**config.mk**
```make
export PLATFORM = sky130hd
export DESIGN_NAME = iir_biquad_direct_form_two
export DESIGN_NICKNAME = d
export VERILOG_FILES = /design/src/rtl/bq_pkg.sv /design/src/rtl/iir_biquad_direct_form_two.sv /design/src/rtl/bq_datapath.sv /design/src/rtl/bq_ctrl.sv
export VERILOG_INCLUDE_DIRS = /design/src /design/src/rtl
export SDC_FILE = /design/constraint.sdc
export NUM_CORES = 1
export LEC_CHECK = 0
export ABC_AREA = 1
export BUFFER_PORTS_ARGS = -buffer_cell sky130_fd_sc_hd__buf_4
export CAP_MARGIN = 20
export CORE_MARGIN = 8
export CORE_UTILIZATION = 59
export DETAILED_ROUTE_END_ITERATION = 10
export PLACE_DENSITY = 0.78
export SYNTH_ARGS = -nofsm -noshare
export SYNTH_HDL_FRONTEND = slang
export SYNTH_SLANG_ARGS = --single-unit
```
**constraint.sdc**
```tcl
create_clock -name clock -period 6.6 [get_ports clock]
set_clock_uncertainty 0.2 [all_clocks]
set_input_delay 0 -clock clock [delete_from_list [all_inputs] [get_ports clock]]
set_output_delay 0 -clock clock [all_outputs]
set_load 0.02 [all_outputs]
```
**src/rtl/assert_macros.svh**
```systemverilog
`ifndef ASSERT_MACROS_SVH
`define ASSERT_MACROS_SVH

// property must hold at every clock edge outside reset
`define BQ_ASSERT(label, clk, rst, prop, msg) \
   label: assert property (@(posedge clk) disable iff (rst) (prop)) else $error(msg);

// condition must never be seen at a clock edge outside reset
`define BQ_ASSERT_NEVER(label, clk, rst, cond, msg) \
   label: assert property (@(posedge clk) disable iff (rst) !(cond)) else $error(msg);

`endif

```
**src/rtl/bq_pkg.sv**
```systemverilog
package bq_pkg;

   localparam int COEF_BITS_DEF = 12;
   localparam int DIN_W = 12;
   localparam int DATA_W = 20;
   localparam int ACC_W = 24;
   localparam int CSR_IDX_W = 3;

   localparam logic [CSR_IDX_W-1:0] CSR_B0 = 3'd0;
   localparam logic [CSR_IDX_W-1:0] CSR_B1 = 3'd1;
   localparam logic [CSR_IDX_W-1:0] CSR_B2 = 3'd2;
   localparam logic [CSR_IDX_W-1:0] CSR_A1 = 3'd3;
   localparam logic [CSR_IDX_W-1:0] CSR_A2 = 3'd4;

   localparam int B0_RST = 423;
   localparam int B1_RST = 846;
   localparam int B2_RST = 423;
   localparam int A1_RST = -757;
   localparam int A2_RST = 401;

   localparam logic signed [ACC_W-1:0] ACC_MAX = ACC_W'(2 ** (DATA_W - 1) - 1);
   localparam logic signed [ACC_W-1:0] ACC_MIN = ACC_W'(-(2 ** (DATA_W - 1)));

   typedef enum logic [2:0] {
      ST_IDLE,
      ST_A1,
      ST_A2,
      ST_B1,
      ST_B2,
      ST_B0,
      ST_OUT
   } bq_state_type;

   typedef enum logic [2:0] {
      OP_A1,
      OP_A2,
      OP_B1,
      OP_B2,
      OP_B0
   } bq_op_type;

   typedef struct packed {
      logic      capture;
      logic      mul_en;
      bq_op_type sel;
      logic      fb_init;
      logic      fb_acc;
      logic      w_load;
      logic      y_acc;
      logic      finish;
   } bq_cmd_type;

   function automatic logic signed [DATA_W-1:0] sat_data(input logic signed [ACC_W-1:0] v);
      logic signed [DATA_W-1:0] r;
      priority if (v > ACC_MAX) begin
         r = ACC_MAX[DATA_W-1:0];
      end else if (v < ACC_MIN) begin
         r = ACC_MIN[DATA_W-1:0];
      end else begin
         r = v[DATA_W-1:0];
      end
      return r;
   endfunction

endpackage

```
**src/rtl/iir_biquad_direct_form_two.sv**
```systemverilog
// channel   direction  handshake            payload
// req       in         req_valid/req_stall  req_din   (12-bit signed sample)
// rsp       out        rsp_valid/rsp_stall  rsp_dout  (20-bit signed, saturated)
// csr       in         csr_write_en         csr_index, csr_wdata (coefficients)
//
// one request runs in steps: accept, five passes through the one shared
// multiplier (a1, a2, b1, b2, b0), then the output step
// the shared multiplier sets the rate; a new request is taken once the block is idle
// the finished sample sits in an output register, so a stalled rsp only holds the
// output step when a previous result is still waiting
// synchronous reset restores default coefficients and clears the delay line
module iir_biquad_direct_form_two import bq_pkg::*; #(
   parameter int COEF_BITS = COEF_BITS_DEF
) (
   input  logic                        clock,
   input  logic                        reset,
   input  logic                        req_valid,
   output logic                        req_stall,
   input  logic signed [DIN_W-1:0]     req_din,
   output logic                        rsp_valid,
   input  logic                        rsp_stall,
   output logic signed [DATA_W-1:0]    rsp_dout,
   input  logic                        csr_write_en,
   input  logic [CSR_IDX_W-1:0]        csr_index,
   input  logic signed [COEF_BITS-1:0] csr_wdata
);

   bq_cmd_type cmd;

   bq_ctrl u_ctrl (
      .clock     (clock),
      .reset     (reset),
      .req_valid (req_valid),
      .req_stall (req_stall),
      .rsp_valid (rsp_valid),
      .rsp_stall (rsp_stall),
      .cmd       (cmd)
   );

   bq_datapath #(
      .COEF_BITS (COEF_BITS)
   ) u_datapath (
      .clock        (clock),
      .reset        (reset),
      .cmd          (cmd),
      .req_din      (req_din),
      .csr_write_en (csr_write_en),
      .csr_index    (csr_index),
      .csr_wdata    (csr_wdata),
      .rsp_dout     (rsp_dout)
   );

endmodule

```
**src/rtl/bq_datapath.sv**
```systemverilog
module bq_datapath import bq_pkg::*; #(
   parameter int COEF_BITS = COEF_BITS_DEF
) (
   input  logic                        clock,
   input  logic                        reset,
   input  bq_cmd_type                  cmd,
   input  logic signed [DIN_W-1:0]     req_din,
   input  logic                        csr_write_en,
   input  logic [CSR_IDX_W-1:0]        csr_index,
   input  logic signed [COEF_BITS-1:0] csr_wdata,
   output logic signed [DATA_W-1:0]    rsp_dout
);

   localparam int PROD_W = DATA_W + COEF_BITS;
   localparam int SHIFT = COEF_BITS - 1;

   logic signed [COEF_BITS-1:0] b0_ff, b1_ff, b2_ff, a1_ff, a2_ff;
   logic signed [DATA_W-1:0]    w1_ff, w2_ff, w_ff, w_in;
   logic signed [DIN_W-1:0]     din_ff;
   logic signed [PROD_W-1:0]    prod_ff, prod_in, shifted;
   logic signed [ACC_W-1:0]     fb_ff, y_ff, term;
   logic signed [DATA_W-1:0]    dout_ff, dout_in;
   logic signed [DATA_W-1:0]    op_d;
   logic signed [COEF_BITS-1:0] op_c;

   // coefficient registers
   always_ff @(posedge clock) begin
      if (reset) begin
         b0_ff <= COEF_BITS'(B0_RST);
         b1_ff <= COEF_BITS'(B1_RST);
         b2_ff <= COEF_BITS'(B2_RST);
         a1_ff <= COEF_BITS'(A1_RST);
         a2_ff <= COEF_BITS'(A2_RST);
      end else if (csr_write_en) begin
         unique case (csr_index)
            CSR_B0: b0_ff <= csr_wdata;
            CSR_B1: b1_ff <= csr_wdata;
            CSR_B2: b2_ff <= csr_wdata;
            CSR_A1: a1_ff <= csr_wdata;
            CSR_A2: a2_ff <= csr_wdata;
            default: ;
         endcase
      end
   end

   // shared multiplier operand select
   always_comb begin
      unique case (cmd.sel)
         OP_A1: begin
            op_d = w1_ff;
            op_c = a1_ff;
         end
         OP_A2: begin
            op_d = w2_ff;
            op_c = a2_ff;
         end
         OP_B1: begin
            op_d = w1_ff;
            op_c = b1_ff;
         end
         OP_B2: begin
            op_d = w2_ff;
            op_c = b2_ff;
         end
         OP_B0: begin
            op_d = w_ff;
            op_c = b0_ff;
         end
         default: begin
            op_d = w_ff;
            op_c = b0_ff;
         end
      endcase
   end

   assign prod_in = PROD_W'(op_d) * PROD_W'(op_c);
   // floor shift, result always fits the low ACC_W bits
   assign shifted = prod_ff >>> SHIFT;
   assign term = $signed(shifted[ACC_W-1:0]);
   assign w_in = sat_data(ACC_W'(din_ff) + ACC_W'(sat_data(fb_ff)));
   assign dout_in = sat_data(y_ff + term);

   always_ff @(posedge clock) begin
      if (reset) begin
         w1_ff <= '0;
         w2_ff <= '0;
      end else if (cmd.finish) begin
         w2_ff <= w1_ff;
         w1_ff <= w_ff;
      end
   end

   always_ff @(posedge clock) begin
      if (cmd.capture) begin
         din_ff <= req_din;
      end
      if (cmd.mul_en) begin
         prod_ff <= prod_in;
      end
      if (cmd.fb_init) begin
         fb_ff <= -term;
      end else if (cmd.fb_acc) begin
         fb_ff <= fb_ff - term;
      end
      if (cmd.w_load) begin
         w_ff <= w_in;
         y_ff <= term;
      end else if (cmd.y_acc) begin
         y_ff <= y_ff + term;
      end
      if (cmd.finish) begin
         dout_ff <= dout_in;
      end
   end

   assign rsp_dout = dout_ff;

endmodule

```
**src/rtl/bq_ctrl.sv**
```systemverilog
`include "assert_macros.svh"

module bq_ctrl import bq_pkg::*; (
   input  logic       clock,
   input  logic       reset,
   input  logic       req_valid,
   output logic       req_stall,
   output logic       rsp_valid,
   input  logic       rsp_stall,
   output bq_cmd_type cmd
);

   bq_state_type state_ff, state_in;
   logic         rsp_valid_ff, rsp_valid_in;

   always_ff @(posedge clock) begin
      if (reset) begin
         state_ff <= ST_IDLE;
         rsp_valid_ff <= 1'b0;
      end else begin
         state_ff <= state_in;
         rsp_valid_ff <= rsp_valid_in;
      end
   end

   always_comb begin
      state_in = state_ff;
      cmd = '0;
      cmd.sel = OP_A1;
      req_stall = 1'b1;
      unique case (state_ff)
         ST_IDLE: begin
            req_stall = 1'b0;
            cmd.capture = req_valid;
            if (req_valid) begin
               state_in = ST_A1;
            end
         end
         ST_A1: begin
            cmd.mul_en = 1'b1;
            cmd.sel = OP_A1;
            state_in = ST_A2;
         end
         ST_A2: begin
            cmd.mul_en = 1'b1;
            cmd.sel = OP_A2;
            cmd.fb_init = 1'b1;
            state_in = ST_B1;
         end
         ST_B1: begin
            cmd.mul_en = 1'b1;
            cmd.sel = OP_B1;
            cmd.fb_acc = 1'b1;
            state_in = ST_B2;
         end
         ST_B2: begin
            cmd.mul_en = 1'b1;
            cmd.sel = OP_B2;
            cmd.w_load = 1'b1;
            state_in = ST_B0;
         end
         ST_B0: begin
            cmd.mul_en = 1'b1;
            cmd.sel = OP_B0;
            cmd.y_acc = 1'b1;
            state_in = ST_OUT;
         end
         ST_OUT: begin
            // wait until the output register is free or being drained
            if (!rsp_valid_ff || !rsp_stall) begin
               cmd.finish = 1'b1;
               state_in = ST_IDLE;
            end
         end
         default: begin
            state_in = ST_IDLE;
         end
      endcase
   end

   always_comb begin
      priority if (cmd.finish) begin
         rsp_valid_in = 1'b1;
      end else if (rsp_valid_ff && rsp_stall) begin
         rsp_valid_in = 1'b1;
      end else begin
         rsp_valid_in = 1'b0;
      end
   end

   assign rsp_valid = rsp_valid_ff;

   `BQ_ASSERT(a_accept_starts, clock, reset, (req_valid && !req_stall) |=> (state_ff == ST_A1), "accepted request did not start the sequence")
   `BQ_ASSERT(a_rsp_from_out, clock, reset, $rose(rsp_valid_ff) |-> $past(state_ff == ST_OUT), "response raised outside the output step")
   `BQ_ASSERT_NEVER(a_no_overwrite, clock, reset, cmd.finish && rsp_valid_ff && rsp_stall, "stalled response overwritten")

endmodule
```
==> results.json <==
{
  "die_y_um": 209,
  "worstMarginPinSlew_ns": 1.05,
  "clkSinkCount": 225,
  "path_buf_inv": 9,
  "stdcell_count": 3553,
  "drtIter0Drc": 1784,
  "maxCapViolCount": 0,
  "hold_viol_final": 0,
  "fill_cells": 2976,
  "yosys_warnings": 0,
  "routed_via_density": 5.63,
  "synth_commonest_cells": "736 x nand2_1, 485 x inv_1, 372 x nor2_1",
  "cp_max_fo": 19,
  "synth_top_area_share_pct": 19.9,
  "status": "completed",
  "synth-edff-count": 121,
  "utilization_pct": 69.2,
  "ys_seq_area_share_pct": 25.9,
  "cts-buffers-inserted": 28,
  "port_buffers": 53,
  "grt_max_degree": 100,
  "dr.pass1.iters": 6,
  "core_sq_um": 36700,
  "ys_ff_latch": 225,
  "synth.most_common_cell": "nand2_1",
  "fmax_mhz": 156,
  "antenna_found_initial": 0,
  "synthFlopType": "edfxtp_1",
  "drive_gt1_share_pct": 10.1,
  "fp-row-count": 70,
  "ys_types": 48,
  "min_period_over_period_pct": 97.1,
  "endpoint_kind": "flip-flop",
  "synth_cells": 2904,
  "syn_to_final_growth_pct": 15.2,
  "nNetsFinal": 3445,
  "start_util_pct": 60.0,
  "clock_latency_ns": 0.56,
  "start_kind": "flip-flop",
  "synth_nets": 3286,
  "rsz0062_at_grt": "true",
  "dp_hpwl_um": 47900,
  "cp.arrival_ns": 6.51,
  "drc": 0,
  "num_vias": 20000,
  "synth_top_cells_by_area": "fa_1 20%, edfxtp_1 16%, nand2_1 13%",
  "worstRegToRegCells": 27,
  "hold_class": "in -> reg",
  "rrSetupSlack_ns": 0.19,
  "avgRoutedWirePerCell_um": 17.9,
  "hold_depth": 3,
  "cts-root-buf": "clkbuf_16",
  "syn_avg_cell_area_sq_um": 7.59,
  "setup_viol_count_final": 0,
  "place_congestion": 0.979,
  "grt_pass1_vias": 19900,
  "ios": 54,
  "num_antenna_cells": 0,
  "syn_area_sq_um": 22000,
  "cp_top_family": "adder cells",
  "synth_top_area_cell": "fa_1",
  "ant_nets": 0,
  "hp-start": "reset",
  "grt_pass1_wl_um": 100000,
  "final_max_slew_viol_count": 0,
  "slew_headroom_pct": 29.5,
  "ir_worst_vdd_uv": 235,
  "dpl_cell_area_sq_um": 23200,
  "whs_ns": 0.0134,
  "cts_tree": "done",
  "p_leak_nw": 12.0,
  "track_usage_pct": 28.1,
  "crit_type": "reg -> reg",
  "stdcell_area_sq_um": 25400,
  "cp_data_required_time_ns": 6.70,
  "grt-ovfl-total": 0,
  "max_stage_delay_ns": 0.56,
  "worstHoldEndpoint": "u_ctrl.state_ff[2]$_SDFFE_PP0P_",
  "timing.rr.end": "u_datapath.prod_ff[26]$_DFFE_PN_",
  "ctsLongestPathBuffers": 3,
  "grtUsageMet3_pct": 3.77,
  "use_met2_pct": 49.3,
  "die_width_um": 209,
  "wl_um": 63700,
  "clk_pin_slew_ns": 0.06,
  "fin_crit_ns": 6.41,
  "r2r_start": "u_ctrl.state_ff[2]$_SDFFE_PP0P_",
  "busiest_layer": "met2",
  "use_met1_pct": 34.6,
  "crit_slowest_cell": "fa_1",
  "async_flop_share_pct": 0,
  "dp.cells": 3411,
  "die_area_sq_um": 43800,
  "htreeDepth": 1,
  "power_density_nw_per_um2": 319
}
==> metal layers <==
metal	share of wire (%)	wire length, um	up-vias
met3	7.2	4620	215
li1	-	-	9434
met4	4.6	2940	0
met1	39	25000	9453
met2	49	31200	896
met5	0	0	-
==> cell families after synthesis <==
family                   Yosys count  share of synthesized area [%]
AND/OR/NAND/NOR                 1296                           23.5
flip-flops                       225                           25.9
adder cells (fa/ha/maj)          350                           27.3
AO/OA/AOI/OAI                    380                           10.0
XOR/XNOR                          74                           2.98
buffers and inverters            579                           10.2
==> worst max path at each step <==
stage                                    startpoint                          endpoint  slack (ns)  cells after the start
global route        u_ctrl.state_ff[0]$_SDFFE_PP0P_  u_datapath.prod_ff[27]$_DFFE_PN_       -0.17                     27
floorplan           u_ctrl.state_ff[2]$_SDFFE_PP0P_  u_datapath.prod_ff[31]$_DFFE_PN_        0.08                     28
CTS                 u_ctrl.state_ff[0]$_SDFFE_PP0P_  u_datapath.prod_ff[27]$_DFFE_PN_        0.01                     25
finish              u_ctrl.state_ff[2]$_SDFFE_PP0P_  u_datapath.prod_ff[26]$_DFFE_PN_        0.19                     27
detailed placement  u_ctrl.state_ff[0]$_SDFFE_PP0P_  u_datapath.prod_ff[27]$_DFFE_PN_       -0.18                     25
global placement    u_ctrl.state_ff[0]$_SDFFE_PP0P_  u_datapath.prod_ff[27]$_DFFE_PN_       -0.06                     25
==> layout make-up <==
class,instances,area (sq um),area share [%]
Inverter,497,1890,7.45
Sequential cell,225,5720,22.6
Clock inverter,16,136,0.537
Multi-Input combinational cell,2100,14400,56.6
Timing Repair Buffer,210,1900,7.47
Tap cell,468,586,2.31
Timing Repair inverter,1,5.00,0.0197
Clock buffer,36,782,3.08
==> worst min-delay path, cell delays in order <==
cell	delay (ns)
dlygate4sd3_1	0.52
buf_4	0.15
a31oi_1	0.05
==> sequential cells by signal, indices dropped and copies added, names as in the netlist <==
signal	flops
u_datapath.fb_ff	24
u_datapath.y_ff	24
u_datapath.prod_ff	21
u_datapath.rsp_dout	20
u_datapath.w1_ff	20
u_datapath.w2_ff	20
u_datapath.w_ff	20
u_datapath.a1_ff	12
u_datapath.a2_ff	12
u_datapath.b0_ff	12
u_datapath.b1_ff	12
u_datapath.b2_ff	12
u_datapath.din_ff	12
u_ctrl.state_ff	3
u_ctrl.rsp_valid	1
==> timing repair <==
action	4_1_cts	5_1_grt
setup buffers	0	31
resized for setup	7	93
pin swaps	0	10
hold buffers	53	0
gates cloned	0	5
hold endpoints to repair	88	0
setup endpoints to repair	6	19
==> report_power, final <==
group | total, mW | internal [mW] | leakage [nW] | switching (mW)
clock | 1.52 | 0.883 | 0.447 | 0.636
combinational | 4.52 | 1.57 | 9.60 | 2.95
sequential | 2.06 | 1.86 | 1.95 | 0.199
==> per-stage QoR <==
step / setup WS (ns) / TNS, ns / total power [mW]
2_1_floorplan: 0.0762 / 0 / 5.18
3_3_place_gp: -0.0559 / -0.0559 / 6.28
3_5_place_dp: -0.180 / -0.399 / 6.37
4_1_cts: 0.00971 / 0 / 7.94
5_1_grt: -0.168 / -0.606 / 8.74
6_report: 0.193 / 0 / 8.10
==> placed cells by master, fill, tap and decap left out, types with 11 or more instances in the layout <==
master / instances
xnor2_1: 23
a21oi_1: 104
buf_4: 135
a31oi_1: 15
nor3_1: 21
clkbuf_16: 30
inv_1: 480
nand3_1: 108
o21bai_1: 12
fa_1: 217
nand2_1: 731
nand2_2: 11
nor2_2: 11
o21ai_0: 174
nor2_1: 364
nand4_1: 26
ha_1: 124
xor2_1: 48
edfxtp_1: 121
dfxtp_1: 101
dlygate4sd3_1: 53
Note: power is estimated with default switching activity, not from simulation.
